### config.mk
export PLATFORM = sky130hd
export DESIGN_NAME = line_sensor_frame_receiver_flat
export DESIGN_NICKNAME = d
export VERILOG_FILES = /design/src/sv/lsfr_pkg.sv /design/src/sv/lsfr_in_if.sv /design/src/sv/lsfr_out_if.sv /design/src/sv/line_sensor_frame_receiver.sv /design/src/flat_wrapper.sv
export SDC_FILE = /design/constraint.sdc
export NUM_CORES = 1
export LEC_CHECK = 0
export ABC_CLOCK_PERIOD_IN_PS = 5700
export BUFFER_PORTS_ARGS = -buffer_cell sky130_fd_sc_hd__buf_2
export CAP_MARGIN = 5
export CORE_MARGIN = 2
export CORE_UTILIZATION = 50
export DETAILED_ROUTE_END_ITERATION = 12
export PLACE_DENSITY = 0.72
export SLEW_MARGIN = 20
export SYNTH_ARGS = -nofsm -noshare
export SYNTH_HDL_FRONTEND = slang
export SYNTH_SLANG_ARGS = --single-unit
### constraint.sdc
create_clock -name clk -period 5.7 [get_ports clk]
set_clock_uncertainty 0.1 [all_clocks]
set_input_delay 0.855 -clock clk [delete_from_list [all_inputs] [get_ports clk]]
set_output_delay 0.855 -clock clk [all_outputs]
set_load 0.01 [all_outputs]
### src/sv/lsfr_pkg.sv
// Shared constants and types for the line sensor frame receiver.
`timescale 1ns / 1ps

package lsfr_pkg;

	// Longest frame held before it is dropped as overlong.
	localparam int MAX_FRAME_BYTES = 9;
	// Number of kept transition locations.
	localparam int LOC_SLOTS       = 6;

	localparam int BYTE_W  = 8;
	localparam int COUNT_W = 3;
	localparam int POS_W   = $clog2(MAX_FRAME_BYTES + 1);
	localparam int HDR_N_W = 4;
	localparam int CMP_W   = ((POS_W > HDR_N_W) ? POS_W : HDR_N_W) + 1;

	// Header byte layout.
	localparam int HDR_COLOR_BIT = 7;

	// Byte positions inside a frame.
	localparam logic [POS_W-1:0] POS_IDLE   = POS_W'(0);
	localparam logic [POS_W-1:0] POS_HEADER = POS_W'(1);
	localparam logic [POS_W-1:0] POS_BODY   = POS_W'(2);
	localparam logic [POS_W-1:0] POS_FULL   = POS_W'(MAX_FRAME_BYTES);

	// Configuration port.
	localparam int APB_ADDR_W = 3;
	localparam int APB_DATA_W = 32;
	localparam logic [APB_ADDR_W-3:0] REG_START_BYTE = '0;

	typedef logic [BYTE_W-1:0]  byte_t;
	typedef logic [COUNT_W-1:0] count_t;
	typedef logic [POS_W-1:0]   pos_t;

	// Saturate a header count to the number of kept slots.
	function automatic count_t sat_count(input logic [HDR_N_W-1:0] n);
		if (32'(n) > LOC_SLOTS) begin
			return COUNT_W'(LOC_SLOTS);
		end
		return COUNT_W'(n);
	endfunction

endpackage

### src/sv/lsfr_in_if.sv
// Byte stream channel into the frame receiver.
`timescale 1ns / 1ps

interface lsfr_in_if;
	import lsfr_pkg::*;

	logic  valid;
	logic  ready;
	byte_t rx_byte;

	modport source (output valid, output rx_byte, input ready);
	modport sink (input valid, input rx_byte, output ready);
endinterface

### src/sv/lsfr_out_if.sv
// Frame result channel out of the frame receiver.
`timescale 1ns / 1ps

interface lsfr_out_if;
	import lsfr_pkg::*;

	logic   valid;
	logic   ready;
	logic   frame_good;
	logic   start_color;
	count_t transition_count;
	byte_t  location_0;
	byte_t  location_1;
	byte_t  location_2;
	byte_t  location_3;
	byte_t  location_4;
	byte_t  location_5;

	modport source (
		output valid, output frame_good, output start_color, output transition_count,
		output location_0, output location_1, output location_2,
		output location_3, output location_4, output location_5,
		input ready
	);
	modport sink (
		input valid, input frame_good, input start_color, input transition_count,
		input location_0, input location_1, input location_2,
		input location_3, input location_4, input location_5,
		output ready
	);
endinterface

### src/sv/line_sensor_frame_receiver.sv
// Top level of the line sensor frame receiver: byte parser, checksum and kept frame.
`timescale 1ns / 1ps

// Line sensor frame receiver. Takes one received byte per transaction on rx and
// parses frames of the form: start byte, header byte (bit 7 starting color, low
// nibble transition count n), n location bytes, checksum byte (low 8 bits of the
// sum of all earlier frame bytes). Every completed frame yields one transaction
// on res carrying frame_good and the color, count and locations of the last good
// frame; a bad checksum leaves the kept values alone. Bytes that arrive while
// idle and do not match the start_byte register are discarded. A frame that
// holds MAX_FRAME_BYTES bytes without completing is dropped with no result, and
// the byte after it is discarded too. Rate: one byte per clock cycle, sustained
// while the input side does not stall. A byte is held in the input register,
// where the parser and checksum logic act on it, and the result of a checksum
// byte enters the output register as that byte leaves the input register.
// The input side stalls only when a finished frame meets a full result register
// that is not being drained. The start_byte register sits at byte address 0 of
// the APB port; write it only while no frame is in flight.
module line_sensor_frame_receiver (
	input  logic                             clk,
	input  logic                             arst_n,
	input  logic                             psel,
	input  logic                             penable,
	input  logic                             pwrite,
	input  logic [lsfr_pkg::APB_ADDR_W-1:0]  paddr,
	input  logic [lsfr_pkg::APB_DATA_W-1:0]  pwdata,
	output logic [lsfr_pkg::APB_DATA_W-1:0]  prdata,
	output logic                             pready,
	lsfr_in_if.sink                          rx,
	lsfr_out_if.source                       res
);
	import lsfr_pkg::*;

	// Configuration
	byte_t start_q;
	logic  reg_hit;

	// Input register
	logic  valid_s1;
	byte_t byte_s1;

	// Parser state
	pos_t  pos_q;
	byte_t sum_q;
	byte_t hdr_q;
	byte_t loc_buf_q [LOC_SLOTS];

	// Kept frame
	logic   kept_color_q;
	count_t kept_count_q;
	byte_t  kept_loc_q [LOC_SLOTS];

	// Result register
	logic   res_valid_q;
	logic   res_good_q;
	logic   res_color_q;
	count_t res_count_q;
	byte_t  res_loc_q [LOC_SLOTS];

	// Decode
	logic   ph_overlong;
	logic   ph_idle;
	logic   ph_header;
	logic   ph_body;
	logic   ph_check;
	logic   has_result;
	logic   out_free;
	logic   fire_s1;
	logic   good;
	logic   color_nx;
	count_t count_nx;
	byte_t  loc_nx [LOC_SLOTS];

	// ---------------------------------------------------------------
	// APB register: one write per access phase, no wait states.
	// ---------------------------------------------------------------
	assign pready  = 1'b1;
	assign reg_hit = (paddr[APB_ADDR_W-1:2] == REG_START_BYTE);
	assign prdata  = reg_hit ? APB_DATA_W'(start_q) : '0;

	always_ff @(posedge clk or negedge arst_n) begin
		if (!arst_n) begin
			start_q <= '0;
		end else if (psel && penable && pwrite && pready && reg_hit) begin
			start_q <= pwdata[BYTE_W-1:0];
		end
	end

	// ---------------------------------------------------------------
	// Frame phase of the byte in the input register.
	// ---------------------------------------------------------------
	always_comb begin
		ph_overlong = (pos_q >= POS_FULL);
		ph_idle     = (pos_q == POS_IDLE);
		ph_header   = (pos_q == POS_HEADER);
		// A byte is a location byte while pos + 1 < n + 3.
		ph_body     = !ph_overlong && (pos_q >= POS_BODY) &&
			(CMP_W'(pos_q) < CMP_W'(hdr_q[HDR_N_W-1:0]) + CMP_W'(2));
		ph_check    = !ph_overlong && (pos_q >= POS_BODY) && !ph_body;
	end

	assign has_result = valid_s1 && ph_check;
	assign out_free   = !res_valid_q || res.ready;
	// Hold the byte only when its result cannot enter the result register.
	assign fire_s1    = valid_s1 && (!has_result || out_free);
	assign rx.ready   = !valid_s1 || fire_s1;

	always_ff @(posedge clk or negedge arst_n) begin
		if (!arst_n) begin
			valid_s1 <= 1'b0;
		end else if (rx.ready) begin
			valid_s1 <= rx.valid;
		end
	end

	always_ff @(posedge clk) begin
		if (rx.valid && rx.ready) begin
			byte_s1 <= rx.rx_byte;
		end
	end

	// ---------------------------------------------------------------
	// Checksum compare and next kept values.
	// ---------------------------------------------------------------
	always_comb begin
		good     = (byte_s1 == sum_q);
		color_nx = kept_color_q;
		count_nx = kept_count_q;
		for (int i = 0; i < LOC_SLOTS; i++) begin
			loc_nx[i] = kept_loc_q[i];
		end
		if (good) begin
			color_nx = hdr_q[HDR_COLOR_BIT];
			count_nx = sat_count(hdr_q[HDR_N_W-1:0]);
			// Clear slots beyond the new count.
			for (int i = 0; i < LOC_SLOTS; i++) begin
				if ((COUNT_W'(i) < count_nx) && (i + 2 < MAX_FRAME_BYTES)) begin
					loc_nx[i] = loc_buf_q[i];
				end else begin
					loc_nx[i] = '0;
				end
			end
		end
	end

	// ---------------------------------------------------------------
	// Parser state: position and running sum.
	// ---------------------------------------------------------------
	always_ff @(posedge clk or negedge arst_n) begin
		if (!arst_n) begin
			pos_q <= POS_IDLE;
			sum_q <= '0;
		end else if (fire_s1) begin
			priority if (ph_overlong) begin
				// Drop the overlong frame together with this byte.
				pos_q <= POS_IDLE;
				sum_q <= '0;
			end else if (ph_idle) begin
				if (byte_s1 == start_q) begin
					pos_q <= POS_HEADER;
					sum_q <= byte_s1;
				end
			end else if (ph_check) begin
				pos_q <= POS_IDLE;
				sum_q <= '0;
			end else begin
				// Header or location byte: advance and accumulate.
				pos_q <= pos_q + POS_W'(1);
				sum_q <= sum_q + byte_s1;
			end
		end
	end

	// Frame buffer: only the header and the location bytes are ever read back.
	always_ff @(posedge clk) begin
		if (fire_s1 && ph_header) begin
			hdr_q <= byte_s1;
		end
		for (int i = 0; i < LOC_SLOTS; i++) begin
			if (fire_s1 && ph_body && (pos_q == POS_W'(i + 2))) begin
				loc_buf_q[i] <= byte_s1;
			end
		end
	end

	// ---------------------------------------------------------------
	// Kept frame: updated only by a good checksum.
	// ---------------------------------------------------------------
	always_ff @(posedge clk or negedge arst_n) begin
		if (!arst_n) begin
			kept_color_q <= 1'b0;
			kept_count_q <= '0;
			for (int i = 0; i < LOC_SLOTS; i++) begin
				kept_loc_q[i] <= '0;
			end
		end else if (fire_s1 && ph_check) begin
			kept_color_q <= color_nx;
			kept_count_q <= count_nx;
			for (int i = 0; i < LOC_SLOTS; i++) begin
				kept_loc_q[i] <= loc_nx[i];
			end
		end
	end

	// ---------------------------------------------------------------
	// Result register.
	// ---------------------------------------------------------------
	always_ff @(posedge clk or negedge arst_n) begin
		if (!arst_n) begin
			res_valid_q <= 1'b0;
		end else if (fire_s1 && has_result) begin
			res_valid_q <= 1'b1;
		end else if (res.ready) begin
			res_valid_q <= 1'b0;
		end
	end

	always_ff @(posedge clk) begin
		if (fire_s1 && has_result) begin
			res_good_q  <= good;
			res_color_q <= color_nx;
			res_count_q <= count_nx;
			for (int i = 0; i < LOC_SLOTS; i++) begin
				res_loc_q[i] <= loc_nx[i];
			end
		end
	end

	assign res.valid            = res_valid_q;
	assign res.frame_good       = res_good_q;
	assign res.start_color      = res_color_q;
	assign res.transition_count = res_count_q;
	assign res.location_0       = res_loc_q[0];
	assign res.location_1       = res_loc_q[1];
	assign res.location_2       = res_loc_q[2];
	assign res.location_3       = res_loc_q[3];
	assign res.location_4       = res_loc_q[4];
	assign res.location_5       = res_loc_q[5];

	// ---------------------------------------------------------------
	// Assertions
	// ---------------------------------------------------------------
	a_pos_bounded: assert property (@(posedge clk) disable iff (!arst_n)
		pos_q <= POS_FULL)
		else $error("frame position beyond the frame limit");

	a_idle_discard: assert property (@(posedge clk) disable iff (!arst_n)
		(fire_s1 && ph_idle && (byte_s1 != start_q)) |=> (pos_q == POS_IDLE))
		else $error("non-start byte left the parser idle state");

	a_res_matches_kept: assert property (@(posedge clk) disable iff (!arst_n)
		res_valid_q |-> ((res_color_q == kept_color_q) && (res_count_q == kept_count_q)))
		else $error("pending result disagrees with the kept frame");

	a_kept_count_range: assert property (@(posedge clk) disable iff (!arst_n)
		32'(kept_count_q) <= LOC_SLOTS)
		else $error("kept count above the slot count");

	a_kept_tail_clear: assert property (@(posedge clk) disable iff (!arst_n)
		(32'(kept_count_q) < LOC_SLOTS) |-> (kept_loc_q[LOC_SLOTS-1] == '0))
		else $error("kept location beyond the count is not cleared");

endmodule

### src/flat_wrapper.sv
// flat-port wrapper written by rule: the top's interface ports become plain ports
module line_sensor_frame_receiver_flat import lsfr_pkg::*;
  (clk, arst_n, psel, penable, pwrite, paddr, pwdata, prdata, pready, rx_valid, rx_rx_byte, rx_ready, res_valid, res_frame_good, res_start_color, res_transition_count, res_location_0, res_location_1, res_location_2, res_location_3, res_location_4, res_location_5, res_ready);
  lsfr_in_if rx_i ();
  lsfr_out_if res_i ();
  input  logic clk;
  input  logic arst_n;
  input  logic psel;
  input  logic penable;
  input  logic pwrite;
  input  logic [lsfr_pkg::APB_ADDR_W-1:0] paddr;
  input  logic [lsfr_pkg::APB_DATA_W-1:0] pwdata;
  output logic [lsfr_pkg::APB_DATA_W-1:0] prdata;
  output logic pready;
  input wire logic [$bits(rx_i.valid)-1:0] rx_valid;
  input wire logic [$bits(rx_i.rx_byte)-1:0] rx_rx_byte;
  output wire logic [$bits(rx_i.ready)-1:0] rx_ready;
  output wire logic [$bits(res_i.valid)-1:0] res_valid;
  output wire logic [$bits(res_i.frame_good)-1:0] res_frame_good;
  output wire logic [$bits(res_i.start_color)-1:0] res_start_color;
  output wire logic [$bits(res_i.transition_count)-1:0] res_transition_count;
  output wire logic [$bits(res_i.location_0)-1:0] res_location_0;
  output wire logic [$bits(res_i.location_1)-1:0] res_location_1;
  output wire logic [$bits(res_i.location_2)-1:0] res_location_2;
  output wire logic [$bits(res_i.location_3)-1:0] res_location_3;
  output wire logic [$bits(res_i.location_4)-1:0] res_location_4;
  output wire logic [$bits(res_i.location_5)-1:0] res_location_5;
  input wire logic [$bits(res_i.ready)-1:0] res_ready;
  assign rx_i.valid = rx_valid;
  assign rx_i.rx_byte = rx_rx_byte;
  assign rx_ready = rx_i.ready;
  assign res_valid = res_i.valid;
  assign res_frame_good = res_i.frame_good;
  assign res_start_color = res_i.start_color;
  assign res_transition_count = res_i.transition_count;
  assign res_location_0 = res_i.location_0;
  assign res_location_1 = res_i.location_1;
  assign res_location_2 = res_i.location_2;
  assign res_location_3 = res_i.location_3;
  assign res_location_4 = res_i.location_4;
  assign res_location_5 = res_i.location_5;
  assign res_i.ready = res_ready;
  line_sensor_frame_receiver u_core (.clk(clk), .arst_n(arst_n), .psel(psel), .penable(penable), .pwrite(pwrite), .paddr(paddr), .pwdata(pwdata), .prdata(prdata), .pready(pready), .rx(rx_i), .res(res_i));
endmodule
# Word-level counts from Yosys, hierarchy flattened

Memories as Yosys holds them, arrays and structs flattened.
Cells that the tools add are included.

Logic and storage cells: 133
Memory bits (writable): 96
Bits in registers: 95
Memories: 2

Bitwise operators: 1
Equal/unequal tests: 10
Reductions and logical operators: 35
$add $sub $neg: 3
$lt $le $gt $ge: 10
Mux-type cells: 54

Memories:

| name             | words | width | read ports | clocked after memory_dff | write ports | RTL line                         | source |
|---|---|---|---|---|---|---|---|
| u_core.loc_buf_q | 6     | 8     | 6          | 0                        | 1           | line_sensor_frame_receiver.sv:46 | `byte_t loc_buf_q [LOC_SLOTS];` |
| u_core.res_loc_q | 6     | 8     | 6          | 0                        | 6           | line_sensor_frame_receiver.sv:58 | `byte_t res_loc_q [LOC_SLOTS];` |

Operators by type and width:

| operator                                                                        | count |
|---|---|
| 8-bit two-way mux                                                               | 16 |
| 48-bit two-way mux                                                              | 1 |
| 8-bit OR reduction                                                              | 5 |
| 3-bit two-way mux                                                               | 9 |
| 1-bit two-way mux                                                               | 24 |
| 1-bit logical AND                                                               | 19 |
| 4-bit by 3-bit equality test with 1-bit output, second input constant           | 4 |
| 8-bit equality test                                                             | 2 |
| 4-bit two-way mux                                                               | 4 |
| 8-bit adder                                                                     | 1 |
| 4-bit by 2-bit equality test with 1-bit output, second input constant           | 2 |
| 1-bit by 3-bit less-than comparator with 1-bit output, first input constant     | 2 |
| 2-bit by 3-bit less-than comparator with 1-bit output, first input constant     | 2 |
| 3-bit less-than comparator, first input constant                                | 2 |
| 4-bit by 2-bit adder with 5-bit output, second input constant                   | 1 |
| 1-bit logical NOT                                                               | 5 |
| 4-bit by 5-bit less-than comparator with 1-bit output                           | 1 |
| 4-bit by 1-bit adder with 4-bit output, second input constant                   | 1 |
| 4-bit by 1-bit equality test with 1-bit output, second input constant           | 1 |
| 4-bit by 2-bit >= comparator with 1-bit output, second input constant           | 1 |
| 4-bit >= comparator, second input constant                                      | 1 |
| 4-bit by 3-bit greater-than comparator with 1-bit output, second input constant | 1 |
| 4-bit logical NOT                                                               | 1 |
| 1-bit logical OR                                                                | 3 |
| other kinds (4)                                                                 | 4 |

# Depth between registers and ports, before layout

Depth after elaboration: 20
Mapped depth: 12
Mapped depth without buffers: 10

# Worst setup path before layout

Ideal clock, no wire load.

Kind: reg-to-reg
Start: register u_core.hdr_q[1]
End: register u_core.res_good_q (netlist: u_core.res.frame_good), enable pin
Data required time: 5.226 ns
Path buffers: 2
Stages on the path, launching flop included: 11
Setup time: 0.374 ns
Arrival: 2.570 ns
Path slack: 2.655 ns
Cells stage by stage: edfxtp_1 > ha_1 > xnor2_1 > ha_1 > nor2_1 > a311o_1 > nor3b_4 > nand3_2 > inv_2 > buf_6 > buf_4

Cells in the longest elaborated chain, start to end: 10

RTL lines:

| what                                                    | RTL line                          | source |
|---|---|---|
| start: declaration                                      | line_sensor_frame_receiver.sv:45  | `byte_t hdr_q;` |
| start signal: assignment                                | line_sensor_frame_receiver.sv:177 | `hdr_q <= byte_s1;` |
| 4-bit by 2-bit adder with 5-bit output *                | line_sensor_frame_receiver.sv:98  | `(CMP_W'(pos_q) < CMP_W'(hdr_q[HDR_N_W-1:0]) + CMP_W'(2));` |
| 4-bit by 5-bit less-than comparator with 1-bit output * | line_sensor_frame_receiver.sv:98  |  |
| 1-bit logical AND *                                     | line_sensor_frame_receiver.sv:97  | `ph_body = !ph_overlong && (pos_q >= POS_BODY) &&` |
| 1-bit logical NOT *                                     | line_sensor_frame_receiver.sv:99  | `ph_check = !ph_overlong && (pos_q >= POS_BODY) && !ph_body;` |
| 1-bit logical AND *                                     | line_sensor_frame_receiver.sv:99  |  |
| 1-bit logical AND *                                     | line_sensor_frame_receiver.sv:102 | `assign has_result = valid_s1 && ph_check;` |
| 1-bit logical NOT                                       | line_sensor_frame_receiver.sv:105 | `assign fire_s1 = valid_s1 && (!has_result \|\| out_free);` |
| 1-bit logical OR                                        | line_sensor_frame_receiver.sv:105 |  |
| 1-bit logical AND                                       | line_sensor_frame_receiver.sv:105 |  |
| 1-bit logical AND *                                     | line_sensor_frame_receiver.sv:219 | `if (fire_s1 && has_result) begin` |
| end signal: assignment                                  | line_sensor_frame_receiver.sv:220 | `res_good_q <= good;` |
| end: declaration                                        | line_sensor_frame_receiver.sv:55  | `logic res_good_q;` |

Every way passes the cells marked *; elsewhere a longest branch is shown, timed or not.
A chain may end at the register's enable or synchronous reset.

==> flow_summary.json <==
{
  "outcome": "completed",
  "synth_top_family_by_area": "simple AND/OR/NAND/NOR gates",
  "first_global_vias": 4920,
  "clkSlewWorstSetupHoldPaths_ps": 70,
  "power_density_nw_per_um2": 449,
  "ys_warn_count": 0,
  "drt_iter0_markers": 417,
  "cts_htree_levels": 4,
  "final_nets": 764,
  "die_w_um": 130,
  "grt_util_all_layers_pct": 19.3,
  "ys_async_sr_fraction_pct": 39.4,
  "maxCapViolCount": 0,
  "mappedNetlistArea_um2": 7910,
  "timing.critical_path.required_ps": 5670,
  "timing.final.setup_violations": 0,
  "layout_min_cycle_time_ps": 3950,
  "clock_sinks": 188,
  "clk_path_buf_depth": 2,
  "dpl.hpwl_um": 9720,
  "critical_path_end_type": "flop",
  "postCtsSetupBuffers": 0,
  "initial_utilization_pct": 51.6,
  "antenna_left": 0,
  "dpl_cell_area_um2": 8390,
  "timing.critical_path.fanout_max": 89,
  "worstSkewPairLatency_ps": 430,
  "min_path_type": "primary input to async pin",
  "grt_antenna_before_repair": 0,
  "relSlewSlack_pct": 33.6,
  "maxSlewViolCount": 0,
  "grt-ovfl-total": 0,
  "worst_ir_drop_vdd_uv": 254,
  "commonest_non_fill_non_tap_cell_in_the_layout": "sky130_fd_sc_hd__edfxtp_1",
  "setup_crit_start_kind": "flop",
  "post_route_utilization_pct": 58.9,
  "synth-compound-area-share_pct": 10.5,
  "totalPowerFinal_w": 0.00405,
  "syn_avg_cell_area_um2": 12.8,
  "synth-adder-area-share_pct": 2.78,
  "setup.worst_path.class": "flop to flop",
  "setup_tns_ps": 0,
  "clock.fmax_mhz": 253,
  "cts_tree": "done",
  "rsz_0062_raised_after_global_routing": "false",
  "route.detailed.drc": 0,
  "synth.ff_latch_count": 188,
  "synth_edf_count": 114,
  "yosys.area_share.xor_xnor_pct": 1.77,
  "fp.dieH_um": 130,
  "tritoncts.num_buffers": 17,
  "seq_area_um2": 5280,
  "commonest_non_fill_non_tap_cells_in_the_layout": "sky130_fd_sc_hd__edfxtp_1 (114), sky130_fd_sc_hd__nand2_1 (91), sky130_fd_sc_hd__buf_2 (86)",
  "finalHoldViolations": 0,
  "place.port_buffers": 86,
  "via_per_inst": 5.59,
  "core_area_um2": 15300,
  "layout_worst_path_cycle_share_pct": 69.3,
  "wire_length_of_the_first_global_routing_pass_um": 24600,
  "multiInputGateArea_um2": 2360,
  "max_slew.worst_pin.slew_ps": 993,
  "synthMuxAreaShare_pct": 1.42,
  "drt-total-wl_um": 15600,
  "syn-instance-count": 616,
  "flow.area_growth_from_synthesis_pct": 14.0,
  "final_layout_size_suffix_gt1_share_pct": 20.6,
  "synth-simple-area-share_pct": 12.0,
  "maximum_number_of_pins_on_one_net_before_global_route_repair": 90,
  "final_cell_area_um2": 9020,
  "ys_seq_area_share_pct": 66.7,
  "ioPinCount": 138,
  "antenna_cells_inserted": 0,
  "gp_congestion": 0.839,
  "core.rowCount": 45,
  "root_buffer": "sky130_fd_sc_hd__clkbuf_16",
  "firstDrtPassIters": 5,
  "postCtsHoldBufs": 0,
  "per_cell_routed_wire_length_um": 17.0,
  "postCtsResizedCells": 0,
  "yosys.cell_types.count": 53,
  "worstPathArrival_ps": 3920,
  "fillCellCount": 1242,
  "via_count": 5146,
  "synth-main-ff-cell": "sky130_fd_sc_hd__edfxtp_1",
  "die_area_um2": 16800,
  "static-leakage-power_nw": 3.76
}
[per-stage QoR]
step                instances  setup slack [ps]  hold slack, ps
finish                    921              1750             363
global route              921              1430             400
CTS                       920              1760             383
detailed placement        888              1760             367
global placement          888              1880             359
floorplan                 639              2660             345
[cells in the mapped netlist (all sizes together), types with 2 or more instances]
cell type  count  area [µm²]
dfrtp         74        1850
nor3           2        10.0
xor2          11        96.3
xnor2          5        43.8
a31oi         34         219
a311o          2        21.3
a21oi          5        25.0
buf           44         308
clkbuf         8        30.0
ha            16         200
a32o          16         160
edfxtp       114        3420
a22o          16         140
conb           2        7.51
nand2         93         354
nand3         35         180
a21o           4        30.0
mux2          10         113
a211oi         3        22.5
nor4           6        37.5
o211ai         2        15.0
o31ai          2        15.0
nor2b          8        50.1
and2           6        37.5
nand2b         3        26.3
inv           10        37.5
a22oi          8        60.1
nor3b          2        26.3
o21ai         17        85.1
nor2          44         165
nand4          2        12.5
[metal layers]
layer / share of wire (%) / vias to the layer above / track usage (%) / wire, µm
met3: 6.2 / 34 / 4.26 / 974
met4: 2.2 / 0 / 8.48 / 348
met1: 43 / 2503 / 26.6 / 6730
met2: 48 / 228 / 29.9 / 7570
li1: - / 2381 / - / -
met5: 0 / - / 0 / 0
[final timing paths]
path                                        startpoint                endpoint  slack [ps]  cells past startpoint
worst max-delay path                   u_core.hdr_q[1]  u_core.res_loc_q[1][7]        1750                      9
worst min-delay path                            arst_n         u_core.sum_q[3]         360                      2
worst max register to register         u_core.hdr_q[1]  u_core.res_loc_q[1][7]        1750                      9
worst min register to register  u_core.kept_count_q[0]  u_core.kept_count_q[0]         390                      2
max in group asynchronous                       arst_n   u_core.kept_loc_q[39]        4530                      3
min in group clk                u_core.kept_count_q[0]  u_core.kept_count_q[0]         390                      2
[cell families after synthesis]
kind of cell,after synthesis
other,2
xor gates and xnor gates,16
DFF,188
adders and majority gates,17
and+or+nand+nor,207
muxes,10
buffers and inverters,62
AOI/OAI and AO/OA,114
[state kept, by name, indices dropped and copies added (netlist names)]
| signal | count |
|---|---|
| u_core.res.valid | 1 |
| u_core.valid_s1 | 1 |
| u_core.sum_q | 8 |
| u_core.res.transition_count | 3 |
| u_core.kept_count_q | 3 |
| u_core.kept_color_q | 1 |
| u_core.byte_s1 | 8 |
| u_core.hdr_q | 5 |
| u_core.res.frame_good | 1 |
| u_core.pos_q | 4 |
| u_core.res.start_color | 1 |
| u_core.res_loc_q | 48 |
| u_core.kept_loc_q | 48 |
| u_core.loc_buf_q | 48 |
| u_core.start_q | 8 |
[final cells by class]
class,instances,share of cell area [%]
Sequential cell,188,58.5
Multi-Input combinational cell,389,26.2
Tap cell,211,2.93
Inverter,10,0.444
Clock buffer,18,4.99
Clock inverter,14,1.65
Timing Repair Buffer,91,5.33
[critical path, cell delays in order, from the launching register on]
cell and delay, ps:
sky130_fd_sc_hd__edfxtp_1 510, sky130_fd_sc_hd__ha_1 270, sky130_fd_sc_hd__xnor2_1 130, sky130_fd_sc_hd__ha_1 280, sky130_fd_sc_hd__nor2_1 50, sky130_fd_sc_hd__a311o_1 380
sky130_fd_sc_hd__nor3b_4 300, sky130_fd_sc_hd__nand3_2 210, sky130_fd_sc_hd__inv_4 720, sky130_fd_sc_hd__buf_4 580
[where the power goes]
part / internal, W / switching [W] / leakage (nW)
Clock: 0.000646 / 0.000537 / 0.295
Sequential: 0.00175 / 0.000156 / 1.97
Combinational: 0.000367 / 0.000595 / 1.50
Power figures use the tool's default switching activity.
